### config.mk
export PLATFORM = sky130hd
export DESIGN_NAME = range_encoder_carry_flat
export DESIGN_NICKNAME = d
export VERILOG_FILES = /design/src/hdl/rec_pkg.sv /design/src/hdl/rec_stream_if.sv /design/src/hdl/rec_front.sv /design/src/hdl/rec_back.sv /design/src/hdl/range_encoder_carry.sv /design/src/flat_wrapper.sv
export SDC_FILE = /design/constraint.sdc
export NUM_CORES = 2
export LEC_CHECK = 0
export BUFFER_PORTS_ARGS = -buffer_cell sky130_fd_sc_hd__buf_2
export CORE_ASPECT_RATIO = 0.5
export CORE_UTILIZATION = 25
export CTS_BUF_LIST = sky130_fd_sc_hd__clkbuf_4
export DETAILED_ROUTE_END_ITERATION = 12
export PLACE_DENSITY_LB_ADDON = 0.15
export SLEW_MARGIN = 20
export SYNTH_ARGS = -nofsm -noshare
export SYNTH_HDL_FRONTEND = slang
export SYNTH_HIERARCHICAL = 1
export SYNTH_SLANG_ARGS = --single-unit
export TNS_END_PERCENT = 1
### constraint.sdc
create_clock -name clock -period 12.5 [get_ports clock]
set_input_delay 1.25 -clock clock [delete_from_list [all_inputs] [get_ports clock]]
set_output_delay 1.25 -clock clock [all_outputs]
set_load 0.01 [all_outputs]
### src/hdl/rec_pkg.sv
// ----------------------------------------------------------------------------
// rec_pkg: shared types and constants of the range encoder
// Holds the channel payloads, the command passed from front to back, the
// operation codes, the back-end state type and the coder constants.
// ----------------------------------------------------------------------------
package rec_pkg;

   localparam int WORD_W            = 32;
   localparam int BYTE_W            = 8;
   localparam int OP_W              = 2;
   localparam int CUM_W             = 16;
   localparam int FRQ_W             = 16;
   localparam int TOT_W             = 17;
   localparam int FREQ_BITS_DEFAULT = 16;
   localparam int QUEUE_DEPTH       = 2;
   localparam int PTR_W             = $clog2(QUEUE_DEPTH);
   localparam int FLUSH_STEPS       = 5;
   localparam int STEP_W            = 3;

   localparam logic [WORD_W-1:0] TOP_LIMIT   = 32'h0100_0000;
   localparam logic [WORD_W-1:0] CARRY_LIMIT = 32'hFF00_0000;
   localparam logic [BYTE_W-1:0] RUN_BYTE_NO_CARRY = 8'hFF;
   localparam logic [BYTE_W-1:0] RUN_BYTE_CARRY    = 8'h00;

   typedef enum logic [OP_W-1:0] {
      OP_ENCODE  = 2'd0,
      OP_FLUSH   = 2'd1,
      OP_RESTART = 2'd2
   } rec_op_type;

   typedef struct packed {
      logic [OP_W-1:0]  op;
      logic [CUM_W-1:0] cum_freq;
      logic [FRQ_W-1:0] sym_freq;
      logic [TOT_W-1:0] total_freq;
   } req_payload_type;

   typedef struct packed {
      logic [BYTE_W-1:0] byte_value;
      logic [WORD_W-1:0] repeat_count;
      logic              last_of_run;
   } rsp_payload_type;

   // Command handed from the front to the back; frequencies are already masked.
   typedef struct packed {
      rec_op_type       kind;
      logic [CUM_W-1:0] cum_freq;
      logic [FRQ_W-1:0] sym_freq;
      logic [TOT_W-1:0] total_freq;
   } rec_cmd_type;

   typedef enum logic [2:0] {
      BACK_IDLE,
      BACK_DIVIDE,
      BACK_MULTIPLY,
      BACK_UPDATE,
      BACK_STEP,
      BACK_RUN,
      BACK_FINISH
   } rec_back_state_type;

endpackage

### src/hdl/rec_stream_if.sv
// ----------------------------------------------------------------------------
// rec_stream_if: valid/ready stream channel
// Carries one payload per accepted item; the source drives valid and payload,
// the sink drives ready.
// ----------------------------------------------------------------------------
interface rec_stream_if #(parameter type payload_type = logic) ();
   logic        valid;
   logic        ready;
   payload_type payload;

   modport source (output valid, output payload, input ready);
   modport sink   (input valid, input payload, output ready);
endinterface

### src/hdl/rec_front.sv
// ----------------------------------------------------------------------------
// rec_front: request intake and command queue
// Masks the frequency fields, drops items that do nothing, and queues the
// remaining commands for the back end in a short first-in first-out buffer.
// ----------------------------------------------------------------------------
module rec_front import rec_pkg::*; #(
   parameter int FREQ_BITS = FREQ_BITS_DEFAULT
) (
   input  logic            clock,
   input  logic            reset,
   input  logic            req_valid,
   output logic            req_ready,
   input  req_payload_type req_payload,
   output logic            cmd_valid,
   input  logic            cmd_ready,
   output rec_cmd_type     cmd
);

   localparam int CNT_W = PTR_W + 1;
   localparam logic [CUM_W-1:0] CUM_MASK = CUM_W'((32'd1 << FREQ_BITS) - 32'd1);
   localparam logic [FRQ_W-1:0] FRQ_MASK = FRQ_W'((32'd1 << FREQ_BITS) - 32'd1);
   localparam logic [TOT_W-1:0] TOT_MASK = TOT_W'((32'd1 << (FREQ_BITS + 1)) - 32'd1);

   rec_cmd_type      queue_ff [QUEUE_DEPTH];
   logic [PTR_W-1:0] wr_ptr_ff, wr_ptr_in;
   logic [PTR_W-1:0] rd_ptr_ff, rd_ptr_in;
   logic [CNT_W-1:0] count_ff, count_in;

   rec_cmd_type cmd_new;
   logic        keep;
   logic        push;
   logic        pop;

   // Classification: an encode with a zero frequency and the unused opcode
   // leave the coder untouched, so they are consumed here.
   always_comb begin
      cmd_new.kind       = OP_ENCODE;
      cmd_new.cum_freq   = req_payload.cum_freq & CUM_MASK;
      cmd_new.sym_freq   = req_payload.sym_freq & FRQ_MASK;
      cmd_new.total_freq = req_payload.total_freq & TOT_MASK;
      keep               = 1'b0;
      unique case (req_payload.op)
         OP_ENCODE: begin
            keep = (cmd_new.sym_freq != '0) && (cmd_new.total_freq != '0);
         end
         OP_FLUSH: begin
            cmd_new.kind = OP_FLUSH;
            keep         = 1'b1;
         end
         OP_RESTART: begin
            cmd_new.kind = OP_RESTART;
            keep         = 1'b1;
         end
         default: begin
            keep = 1'b0;
         end
      endcase
   end

   assign req_ready = (count_ff != CNT_W'(QUEUE_DEPTH));
   assign cmd_valid = (count_ff != '0);
   assign cmd       = queue_ff[rd_ptr_ff];

   assign push = req_valid && req_ready && keep;
   assign pop  = cmd_valid && cmd_ready;

   always_comb begin
      wr_ptr_in = push ? wr_ptr_ff + PTR_W'(1) : wr_ptr_ff;
      rd_ptr_in = pop ? rd_ptr_ff + PTR_W'(1) : rd_ptr_ff;
      count_in  = count_ff;
      if (push && !pop) begin
         count_in = count_ff + CNT_W'(1);
      end else if (pop && !push) begin
         count_in = count_ff - CNT_W'(1);
      end
   end

   always_ff @(posedge clock) begin
      if (push) begin
         queue_ff[wr_ptr_ff] <= cmd_new;
      end
   end

   always_ff @(posedge clock) begin
      if (reset) begin
         wr_ptr_ff <= '0;
         rd_ptr_ff <= '0;
         count_ff  <= '0;
      end else begin
         wr_ptr_ff <= wr_ptr_in;
         rd_ptr_ff <= rd_ptr_in;
         count_ff  <= count_in;
      end
   end

endmodule

### src/hdl/rec_back.sv
// ----------------------------------------------------------------------------
// rec_back: coder datapath and result output
// Runs one command at a time: a bit-serial division of the range by the
// total, the two products, the interval update, then the renormalization
// steps that retire bytes through the cache and the pending run.
// ----------------------------------------------------------------------------
module rec_back import rec_pkg::*; #(
   parameter int FREQ_BITS = FREQ_BITS_DEFAULT
) (
   input  logic            clock,
   input  logic            reset,
   input  logic            cmd_valid,
   output logic            cmd_ready,
   input  rec_cmd_type     cmd,
   output logic            rsp_valid,
   input  logic            rsp_ready,
   output rsp_payload_type rsp_payload
);

   localparam int DIV_W  = FREQ_BITS + 1;
   localparam int PROD_W = WORD_W + FREQ_BITS;
   localparam int CNT_W  = $clog2(WORD_W);

   rec_back_state_type state_ff, state_in;

   logic [WORD_W-1:0]    low_ff, low_in;
   logic [WORD_W-1:0]    range_ff, range_in;
   logic [WORD_W-1:0]    pending_ff, pending_in;
   logic [BYTE_W-1:0]    cached_ff, cached_in;
   logic                 carry_ff, carry_in;

   logic [WORD_W-1:0]    quo_ff, quo_in;
   logic [DIV_W-1:0]     rem_ff, rem_in;
   logic [DIV_W-1:0]     div_ff, div_in;
   logic [CNT_W-1:0]     cnt_ff, cnt_in;
   logic [FREQ_BITS-1:0] cum_ff, cum_in;
   logic [FREQ_BITS-1:0] frq_ff, frq_in;
   logic [WORD_W-1:0]    off_ff, off_in;
   logic [PROD_W-1:0]    prod_ff, prod_in;
   logic [STEP_W-1:0]    steps_ff, steps_in;

   rsp_payload_type      hold_ff, hold_in;
   logic                 hold_valid_ff, hold_valid_in;
   rsp_payload_type      out_ff, out_in;
   logic                 out_valid_ff, out_valid_in;

   logic                 out_free;
   logic                 can_emit;
   logic                 renorm_cond;
   logic [DIV_W:0]       trial;
   logic                 trial_ge;
   logic [WORD_W-1:0]    rng_sat;
   logic [WORD_W:0]      low_sum;
   logic                 emit;
   rsp_payload_type      emit_item;

   // A finished result waits in the hold register until the next one shows
   // up or the command ends, which is when its end-of-run mark is known.
   assign out_free    = !out_valid_ff || rsp_ready;
   assign can_emit    = !hold_valid_ff || out_free;
   assign renorm_cond = (low_ff < CARRY_LIMIT) || carry_ff;
   assign trial       = {rem_ff, quo_ff[WORD_W-1]};
   assign trial_ge    = (trial >= {1'b0, div_ff});
   assign rng_sat     = (prod_ff[PROD_W-1:WORD_W] != '0) ? '1 : prod_ff[WORD_W-1:0];
   assign low_sum     = {1'b0, low_ff} + {1'b0, off_ff};

   // Next state.
   always_comb begin
      state_in = state_ff;
      unique case (state_ff)
         BACK_IDLE: begin
            if (cmd_valid) begin
               priority if (cmd.kind == OP_ENCODE) begin
                  state_in = BACK_DIVIDE;
               end else if (cmd.kind == OP_FLUSH) begin
                  state_in = BACK_STEP;
               end else begin
                  state_in = BACK_IDLE;
               end
            end
         end
         BACK_DIVIDE: begin
            if (cnt_ff == '0) begin
               state_in = BACK_MULTIPLY;
            end
         end
         BACK_MULTIPLY: begin
            state_in = BACK_UPDATE;
         end
         BACK_UPDATE: begin
            state_in = BACK_STEP;
         end
         BACK_STEP: begin
            if (steps_ff == '0) begin
               state_in = BACK_FINISH;
            end else if (renorm_cond && can_emit && (pending_ff != '0)) begin
               state_in = BACK_RUN;
            end
         end
         BACK_RUN: begin
            if (can_emit) begin
               state_in = BACK_STEP;
            end
         end
         BACK_FINISH: begin
            if (!hold_valid_ff || out_free) begin
               state_in = BACK_IDLE;
            end
         end
         default: begin
            state_in = BACK_IDLE;
         end
      endcase
   end

   // Outputs and datapath.
   always_comb begin
      cmd_ready     = (state_ff == BACK_IDLE);
      rsp_valid     = out_valid_ff;
      rsp_payload   = out_ff;

      low_in        = low_ff;
      range_in      = range_ff;
      pending_in    = pending_ff;
      cached_in     = cached_ff;
      carry_in      = carry_ff;
      quo_in        = quo_ff;
      rem_in        = rem_ff;
      div_in        = div_ff;
      cnt_in        = cnt_ff;
      cum_in        = cum_ff;
      frq_in        = frq_ff;
      off_in        = off_ff;
      prod_in       = prod_ff;
      steps_in      = steps_ff;
      hold_in       = hold_ff;
      hold_valid_in = hold_valid_ff;
      out_in        = out_ff;
      out_valid_in  = out_valid_ff && !rsp_ready;
      emit          = 1'b0;
      emit_item     = '0;

      unique case (state_ff)
         BACK_IDLE: begin
            if (cmd_valid) begin
               priority if (cmd.kind == OP_ENCODE) begin
                  quo_in = range_ff;
                  rem_in = '0;
                  div_in = cmd.total_freq[DIV_W-1:0];
                  cum_in = cmd.cum_freq[FREQ_BITS-1:0];
                  frq_in = cmd.sym_freq[FREQ_BITS-1:0];
                  cnt_in = CNT_W'(WORD_W - 1);
               end else if (cmd.kind == OP_FLUSH) begin
                  steps_in = STEP_W'(FLUSH_STEPS);
               end else begin
                  low_in     = '0;
                  range_in   = '1;
                  pending_in = '0;
                  cached_in  = '0;
                  carry_in   = 1'b0;
               end
            end
         end
         BACK_DIVIDE: begin
            // Restoring division, one quotient bit per cycle.
            if (trial_ge) begin
               rem_in = DIV_W'(trial - {1'b0, div_ff});
            end else begin
               rem_in = trial[DIV_W-1:0];
            end
            quo_in = {quo_ff[WORD_W-2:0], trial_ge};
            cnt_in = cnt_ff - CNT_W'(1);
         end
         BACK_MULTIPLY: begin
            off_in  = quo_ff * WORD_W'(cum_ff);
            prod_in = PROD_W'(quo_ff) * PROD_W'(frq_ff);
         end
         BACK_UPDATE: begin
            low_in   = low_sum[WORD_W-1:0];
            carry_in = carry_ff | low_sum[WORD_W];
            // The range shifts by one byte per renormalization step.
            priority if (rng_sat[31:24] != '0) begin
               range_in = rng_sat;
               steps_in = STEP_W'(0);
            end else if (rng_sat[23:16] != '0) begin
               range_in = rng_sat << 8;
               steps_in = STEP_W'(1);
            end else if (rng_sat[15:8] != '0) begin
               range_in = rng_sat << 16;
               steps_in = STEP_W'(2);
            end else begin
               range_in = rng_sat << 24;
               steps_in = STEP_W'(3);
            end
         end
         BACK_STEP: begin
            if (steps_ff != '0) begin
               if (renorm_cond) begin
                  emit                 = 1'b1;
                  emit_item.byte_value = cached_ff + BYTE_W'(carry_ff);
                  emit_item.repeat_count = WORD_W'(1);
                  if (can_emit && (pending_ff == '0)) begin
                     cached_in = low_ff[31:24];
                     carry_in  = 1'b0;
                     low_in    = low_ff << 8;
                     steps_in  = steps_ff - STEP_W'(1);
                  end
               end else begin
                  // Top byte may still take a carry: defer it to the run.
                  pending_in = pending_ff + WORD_W'(1);
                  low_in     = low_ff << 8;
                  steps_in   = steps_ff - STEP_W'(1);
               end
            end
         end
         BACK_RUN: begin
            emit                   = 1'b1;
            emit_item.byte_value   = carry_ff ? RUN_BYTE_CARRY : RUN_BYTE_NO_CARRY;
            emit_item.repeat_count = pending_ff;
            if (can_emit) begin
               pending_in = '0;
               cached_in  = low_ff[31:24];
               carry_in   = 1'b0;
               low_in     = low_ff << 8;
               steps_in   = steps_ff - STEP_W'(1);
            end
         end
         BACK_FINISH: begin
            if (hold_valid_ff && out_free) begin
               out_in             = hold_ff;
               out_in.last_of_run = 1'b1;
               out_valid_in       = 1'b1;
               hold_valid_in      = 1'b0;
            end
         end
         default: begin
            emit = 1'b0;
         end
      endcase

      if (emit && can_emit) begin
         if (hold_valid_ff) begin
            out_in             = hold_ff;
            out_in.last_of_run = 1'b0;
            out_valid_in       = 1'b1;
         end
         hold_in       = emit_item;
         hold_valid_in = 1'b1;
      end
   end

   always_ff @(posedge clock) begin
      quo_ff   <= quo_in;
      rem_ff   <= rem_in;
      div_ff   <= div_in;
      cnt_ff   <= cnt_in;
      cum_ff   <= cum_in;
      frq_ff   <= frq_in;
      off_ff   <= off_in;
      prod_ff  <= prod_in;
      hold_ff  <= hold_in;
      out_ff   <= out_in;
   end

   always_ff @(posedge clock) begin
      if (reset) begin
         state_ff      <= BACK_IDLE;
         low_ff        <= '0;
         range_ff      <= '1;
         pending_ff    <= '0;
         cached_ff     <= '0;
         carry_ff      <= 1'b0;
         steps_ff      <= '0;
         hold_valid_ff <= 1'b0;
         out_valid_ff  <= 1'b0;
      end else begin
         state_ff      <= state_in;
         low_ff        <= low_in;
         range_ff      <= range_in;
         pending_ff    <= pending_in;
         cached_ff     <= cached_in;
         carry_ff      <= carry_in;
         steps_ff      <= steps_in;
         hold_valid_ff <= hold_valid_in;
         out_valid_ff  <= out_valid_in;
      end
   end

   a_idle_no_hold: assert property (@(posedge clock) disable iff (reset)
      state_ff == BACK_IDLE |-> !hold_valid_ff)
      else $error("result left in hold register between commands");

   a_run_has_pending: assert property (@(posedge clock) disable iff (reset)
      state_ff == BACK_RUN |-> pending_ff != '0)
      else $error("pending run emitted with zero count");

   a_range_normalized: assert property (@(posedge clock) disable iff (reset)
      range_ff >= TOP_LIMIT)
      else $error("range left below renormalization limit");

   a_rem_below_divisor: assert property (@(posedge clock) disable iff (reset)
      state_ff == BACK_DIVIDE |-> rem_ff < div_ff)
      else $error("divider remainder not below divisor");

   a_steps_bounded: assert property (@(posedge clock) disable iff (reset)
      steps_ff <= STEP_W'(FLUSH_STEPS) || state_ff == BACK_DIVIDE
      || state_ff == BACK_MULTIPLY)
      else $error("renormalization step count out of range");

endmodule

### src/hdl/range_encoder_carry.sv
// ----------------------------------------------------------------------------
// range_encoder_carry: 32-bit byte-oriented range encoder with carry
// An encode passes through dequeue, the bit-serial divider, the product,
// the update, the renormalization steps and finish; a flush runs only the
// renormalization steps and finish, and a restart only the dequeue. The
// back part takes the next command only once it is done with the last one.
// Reset is synchronous and active high; the coder comes out of reset in its
// initial state and the command queue and output register are empty.
// ----------------------------------------------------------------------------
module range_encoder_carry import rec_pkg::*; #(
   parameter int FREQ_BITS = FREQ_BITS_DEFAULT
) (
   input logic         clock,
   input logic         reset,
   rec_stream_if.sink   req_ch,
   rec_stream_if.source rsp_ch
);

   // The front part takes one request item per cycle while the queue has
   // room. Encodes with a zero frequency and the unused opcode produce no
   // result and no state change, so the front consumes them on the spot.
   // The queue holds two commands so requests keep flowing while the back
   // part divides.
   logic        cmd_valid;
   logic        cmd_ready;
   rec_cmd_type cmd;

   rec_front #(
      .FREQ_BITS (FREQ_BITS)
   ) u_front (
      .clock       (clock),
      .reset       (reset),
      .req_valid   (req_ch.valid),
      .req_ready   (req_ch.ready),
      .req_payload (req_ch.payload),
      .cmd_valid   (cmd_valid),
      .cmd_ready   (cmd_ready),
      .cmd         (cmd)
   );

   // The back part owns the coder state. Each renormalization step that
   // settles the top byte gives the cached byte plus carry and, when bytes
   // are pending, one item that stands for the whole run of 0xFF or 0x00
   // bytes. Results leave through an output register, so the back part keeps
   // working while the consumer stalls, until a second result is waiting.
   rec_back #(
      .FREQ_BITS (FREQ_BITS)
   ) u_back (
      .clock       (clock),
      .reset       (reset),
      .cmd_valid   (cmd_valid),
      .cmd_ready   (cmd_ready),
      .cmd         (cmd),
      .rsp_valid   (rsp_ch.valid),
      .rsp_ready   (rsp_ch.ready),
      .rsp_payload (rsp_ch.payload)
   );

endmodule

### src/flat_wrapper.sv
// flat-port wrapper written by rule: the top's interface ports become plain ports
module range_encoder_carry_flat import rec_pkg::*;
#(
   parameter int FREQ_BITS = FREQ_BITS_DEFAULT
)
  (clock, reset, req_ch_valid, req_ch_payload, req_ch_ready, rsp_ch_valid, rsp_ch_payload, rsp_ch_ready);
  rec_stream_if #(.payload_type(req_payload_type)) req_ch_i ();
  rec_stream_if #(.payload_type(rsp_payload_type)) rsp_ch_i ();
  input logic clock;
  input logic reset;
  input wire logic [$bits(req_ch_i.valid)-1:0] req_ch_valid;
  input wire logic [$bits(req_ch_i.payload)-1:0] req_ch_payload;
  output wire logic [$bits(req_ch_i.ready)-1:0] req_ch_ready;
  output wire logic [$bits(rsp_ch_i.valid)-1:0] rsp_ch_valid;
  output wire logic [$bits(rsp_ch_i.payload)-1:0] rsp_ch_payload;
  input wire logic [$bits(rsp_ch_i.ready)-1:0] rsp_ch_ready;
  assign req_ch_i.valid = req_ch_valid;
  assign req_ch_i.payload = req_ch_payload;
  assign req_ch_ready = req_ch_i.ready;
  assign rsp_ch_valid = rsp_ch_i.valid;
  assign rsp_ch_payload = rsp_ch_i.payload;
  assign rsp_ch_i.ready = rsp_ch_ready;
  range_encoder_carry #(.FREQ_BITS(FREQ_BITS)) u_core (.clock(clock), .reset(reset), .req_ch(req_ch_i), .rsp_ch(rsp_ch_i));
endmodule
; Word-level counts from Yosys, hierarchy flattened
; Memory sizes are Yosys's and may differ from the RTL's. A register that Yosys moved wholly into a read port is not among the register bits.
; Cells that the tools add are included.
[classes]
n_addsub = 10
multipliers = 2
magnitude_cmp = 2
eq_ne = 24
muxes = 92
bitwise = 1
reduce_logical = 53
[op_table]
columns = operator, count
row1 = 2-to-1 mux 32 bit, 19
row2 = 2-to-1 mux 41 bit, 4
row3 = case mux 32 bit (2 select lines), 2
row4 = case mux 32 bit (4 select lines), 1
row5 = case mux 32 bit (3 select lines), 1
row6 = 2-to-1 mux 40 bit, 2
row7 = case mux 40 bit (2 select lines), 1
row8 = 2-to-1 mux 8 bit, 8
row9 = 2-to-1 mux 17 bit, 3
row10 = multiplier 32 x 16 -> 48 bit, 1
row11 = 2-to-1 mux 3 bit, 15
row12 = case mux 17 bit (2 select lines), 1
row13 = adder 32 x 32 -> 33 bit, 1
row14 = "adder 32 x 1 -> 32 bit, second input constant", 1
row15 = zero test 32 bit, 1
row16 = "less-than comparator 32 bit, second input constant", 1
row17 = multiplier 32 x 16 -> 32 bit, 1
row18 = nonzero test 16 bit, 2
row19 = nonzero test 32 bit, 1
row20 = "inequality test 2 bit, second input constant", 13
row21 = case mux 8 bit (3 select lines), 1
row22 = nonzero test 8 bit, 3
row23 = 2-to-1 mux 1 bit, 21
row24 = case mux 3 bit (7 select lines), 1
row25 = 39 further kinds, 79
[word_totals]
regBits = 381
mem_bits_rw = 102
input_bits = 55
output_inout_bits = 43
wordCells = 210
n_memories = 1
[mem_list]
columns = memory, words, width, rd, rd_clocked_by_memory_dff, write_ports, line
row1 = u_core.u_front.queue_ff, 2, 51, 1, 1, 1, rec_front.sv:24  ; rec_cmd_type queue_ff [QUEUE_DEPTH];

; Longest topological paths before layout
[logic_depth]
word_depth = 8
depth_mapped = 25
mapped_depth_nobuf = 23

; Hierarchy
; Netlist, hierarchy kept.
[modules_own_cells]
columns = mod, instances, cells_each, area_each_um2, seq_area_each_um2
row1 = rec_back, 1, 4802, 44911.8, 10189.8
row2 = rec_front, 1, 209, 4091.4, 3163.0

; Worst setup path after synthesis
; Ideal clock, no wire load.
[synth_path]
kind = register -> register
from = register u_core.u_back.state_ff[0]
to = register u_core.u_back.off_ff[0] (enable)
setup_ps = 633
t_arrival_ps = 6854
required_time_ps = 11867
path_slack_ps = 5013
path_stages_with_launch = 6
path_buffers = 4
period_less_slack_ps = 7487
cell_sequence = dfxtp_1 > buf_2 > clkbuf_1 > clkbuf_1 > clkbuf_1 > nor3b_1
[synth_between]
elab_chain_cells = 1
[synth_lines]
columns = element, line
row1 = start: declaration, rec_back.sv:24  ; rec_back_state_type state_ff, state_in;
row2 = start signal: assignment, rec_back.sv:277  ; state_ff <= state_in;
row3 = equality test 3 x 2 -> 1 bit, rec_back.sv:143  ; unique case (state_ff)
row4 = end signal: assignment, rec_back.sv:259  ; off_ff <= off_in;
row5 = end: declaration, rec_back.sv:38  ; logic [WORD_W-1:0] off_ff, off_in;
; Every way passes these cells.
; A chain may end at the register's enable or synchronous reset.

; Worst setup path in the final report
[layout_path]
from = register u_core.u_back.quo_ff[12]
to = register u_core.u_back.prod_ff[46], data pin
[layout_between]
elab_chain_cells = 1
[layout_lines]
columns = element, line
row1 = start: declaration, rec_back.sv:32  ; logic [WORD_W-1:0] quo_ff, quo_in;
row2 = start signal: assignment, rec_back.sv:253  ; quo_ff <= quo_in;
row3 = multiplier 32 x 16 -> 48 bit, rec_back.sv:176  ; prod_in = PROD_W'(quo_ff) * PROD_W'(frq_ff);
row4 = end signal: assignment, rec_back.sv:260  ; prod_ff <= prod_in;
row5 = end: declaration, rec_back.sv:39  ; logic [PROD_W-1:0] prod_ff, prod_in;
; Every way passes these cells.

==> results.md <==
* Initial antenna violation count at 11
* Starting Density at 0.253
* DP Cell Count at 7545
* Sequential area share after synthesis at 0.272
* Synthesis Warnings at 6
* Clk sink count at 484
* Leading area contributor after synthesis: fa_1
* Buf+Inv Stages, Crit Path at 4
* First-pass GRT wire length at 232000 um
* Area after DPL at 52500 um2
* Setup violators final at 0
* DR iter-0 viols at 2140
* Horiz. Die Dim at 628 um
* Routed Antenna Nets at 0
* Critical path endpoint category: flop
* R2r endpoint: u_core/u_back/prod_ff[46]
* Synthesized area per cell at 9.78 um2
* Core Rows at 114
* Least-Margin Pin Slew at 1.12 ns
* Largest net degree at the start of global routing at 81
* Synth cell types at 91
* WHS Path Cells at 1
* Tcrit/Tclk final at 0.576
* Die H at 315 um
* Post-CTS setup buffer count at 0
* RSZ-0062 raised after global routing: false
* Hold endpoint: u_core/u_front/queue_ff[1][20]
* Crit path time final at 7.20 ns
* Htree depth at 4
* # IOs at 98
* Number of max-cap violations at 0
* Area contributors post-synth: fa_1 (30%), edfxtp_1 (22%), inv_1 (6.3%)
* Final hold viol count at 0
* Worst min path class: in2reg
* Max Buffers Root-to-Sink at 4
* Worst-path fanout max at 17
* CTS tree: yes
* Cell Count, Final, Fillers Out at 7779
* Area delta synth->final at 10.5%
* Cells on worst reg2reg path at 20
* DRC violations left at 0
* Async set-reset flop share out of synthesis at 0
* Critical Path Max Stage Delay at 0.75 ns
* Syn Nets at 6036
* CP Class: reg2reg
* Fin area at 54200 um2
* Top FF cell, synth: edfxtp_1
* HP Start: req_ch_payload[20]
* Tot GR Track Use at 0.153
* Status: completed
* Type of origin of the critical path: flop
* Mapped Cells at 5011
* DR WL/cell at 19.2 um
* Slowest-stage cell, CP: edfxtp_1
* Rel. slew slack at 0.249
* Crit path cell chain: buf_4 > nand2_1 > fa_1 > inv_1 > fa_1 > fa_1 > fa_1 > fa_1 > inv_1 > fa_1 > inv_1 > ha_1 > and4_1 > nand3_1 > or2_1 > o31ai_1 > nor2_1 > o31ai_2 > a41oi_1 > xnor2_1
* Worst Path Required at 13.24 ns
* DP Wirelength at 107000 um
* 1st-pass router iterations at 8
* Reg-to-Reg Start: u_core/u_back/quo_ff[12]
* Vias post-DR at 34939
* Final TNS setup at 0 ns
* Root buffer cell: clkbuf_4
* Fraction of layout cells with a size suffix above 1 at 0.0993
* Post-CTS Resized at 0
* EDFF count, synth at 366
* Synthesized flop and latch total at 484
* Placer Congestion at 0.816
* Number of global-route vias before repair at 38039
* Post-synth top area share at 0.296
* DIE AREA at 198000 um2
* Reg-to-reg setup timing slack at 5.30 ns
* Clk Latency, worst-skew pair at 1.02 ns
* Nets at 6102
* Total wire length at 150000 um
* Core ar. at 194000 um2
* Fmax at 139 MHz
* Layout Skew at 0.141 ns
* Most frequent cells in the layout: inv_1 (826), nand2_1 (775), fa_1 (724), and2_1 (421), edfxtp_1 (366)
* WP data arrival at 7.94 ns
* Clock slew at reported path FFs at 0.07 ns
* Most common cell after layout, fill and taps aside: inv_1
* Netlist Area Pre-Place at 49000 um2
* Total grt overflow at 0
* Most used cell, CP: fa_1
* CTS Buf Count at 140
* WHS at 0.421 ns
* Vias/cell at 4.49
* Delay-heaviest family, CP: adder cells
* Max Slew Vio Count at 0
* PortBufs at 97
* Cts hold-fix bufs at 0
how the worst max path moves through the flow:
stage	slack, ns	startpoint	depth (start not counted)	endpoint
global route	4.95	u_core/u_back/quo_ff[12]	20	u_core/u_back/prod_ff[46]
detailed placement	5.32	u_core/u_back/quo_ff[12]	20	u_core/u_back/prod_ff[46]
finish	5.30	u_core/u_back/quo_ff[12]	20	u_core/u_back/prod_ff[46]
global placement	5.40	u_core/u_back/frq_ff[14]	18	u_core/u_back/prod_ff[46]
floorplan	5.01	u_core/u_back/state_ff[0]	5	u_core/u_back/off_ff[0]
CTS	5.36	u_core/u_back/quo_ff[12]	20	u_core/u_back/prod_ff[46]
cell usage after synthesis (all sizes together), types with 10 or more instances:
master	count
inv	826
nand2	775
fa	724
and2	421
edfxtp	366
ha	246
clkbuf	242
a21oi	183
nor2	181
o21ai	127
dfxtp	118
xnor2	100
and3	59
xor2	58
mux2	51
nand3	50
a21o	42
nor3	39
o21a	30
a211oi	27
nor4	27
nand4	26
o21bai	21
nor2b	19
buf	18
nand2b	18
or3	17
a221oi	15
o211ai	15
o22ai	15
a31oi	11
o32ai	10
or2	10
registers in the layout (all words and copies together) (netlist names), 2 cells and up, named ones only:
| signal | count |
|---|---|
| u_core/u_back/div_ff | 17 |
| u_core/u_back/pending_ff | 32 |
| u_core/u_back/quo_ff | 32 |
| u_core/u_back/steps_ff | 3 |
| u_core/u_back/off_ff | 32 |
| u_core/u_back/low_ff | 32 |
| u_core/u_back/cnt_ff | 5 |
| u_core/u_front/count_ff | 2 |
| u_core/u_back/hold_ff | 40 |
| u_core/u_front/queue_ff | 102 |
| u_core/u_back/rem_ff | 17 |
| u_core/u_back/state_ff | 3 |
| u_core/u_back/range_ff | 32 |
| u_core/u_back/prod_ff | 48 |
| u_core/u_back/cached_ff | 8 |
| u_core/u_back/frq_ff | 16 |
| u_core/u_back/cum_ff | 16 |
cells by family (layout without fill, tap and decap cells):
| kind of cell | Yosys count | in the layout | synth area share |
|---|---|---|---|
| AOI/OAI and AO/OA | 579 | 579 | 0.0781 |
| xor gates and xnor gates | 158 | 158 | 0.0282 |
| adders and majority gates | 970 | 970 | 0.359 |
| buffers and inverters | 1087 | 1242 | 0.0839 |
| DFF | 484 | 484 | 0.272 |
| muxes | 59 | 59 | 0.0134 |
| other | 0 | 3 | 0 |
| and+or+nand+nor | 1674 | 1674 | 0.165 |
routing by layer:
metal  vias to the layer above  wire length (um)  GRT usage
met3                       194              7370     0.0269
met4                         8              3060     0.0351
met5                         -                47          0
li1                      16091                 -          -
met2                       716             69100      0.253
met1                     17930             70100      0.209
metrics by stage:
step,setup WS [ns],utilization
after detailed placement,5.32,0.271
after CTS,5.36,0.279
after global placement,5.40,0.270
after global routing,4.95,0.279
after floorplan,5.01,-
final,5.30,0.279
layout make-up:
cell class | count | area, um2
Fill cell | 20754 | 140000
Multi-Input combinational cell | 3440 | 31600
Sequential cell | 484 | 13400
Tap cell | 2610 | 3270
Inverter | 827 | 3100
Clock buffer | 208 | 1560
Timing Repair Buffer | 184 | 1170
Clock inverter | 23 | 96.3
Antenna cell | 3 | 7.51
worst reg2reg max path, cell delays in order (launching register included):
cell and delay (ns):
edfxtp_1 0.75, buf_4 0.38, nand2_1 0.12, fa_1 0.56, inv_1 0.06, fa_1 0.55
fa_1 0.42, fa_1 0.46, fa_1 0.49, inv_1 0.05, fa_1 0.48, inv_1 0.05
ha_1 0.45, and4_1 0.27, nand3_1 0.14, or2_1 0.25, o31ai_1 0.46, nor2_1 0.29
o31ai_2 0.42, a41oi_1 0.19, xnor2_1 0.15
Power is not shown: default switching activity piles up to over one toggle a cycle in this logic, so the estimate is an artifact.
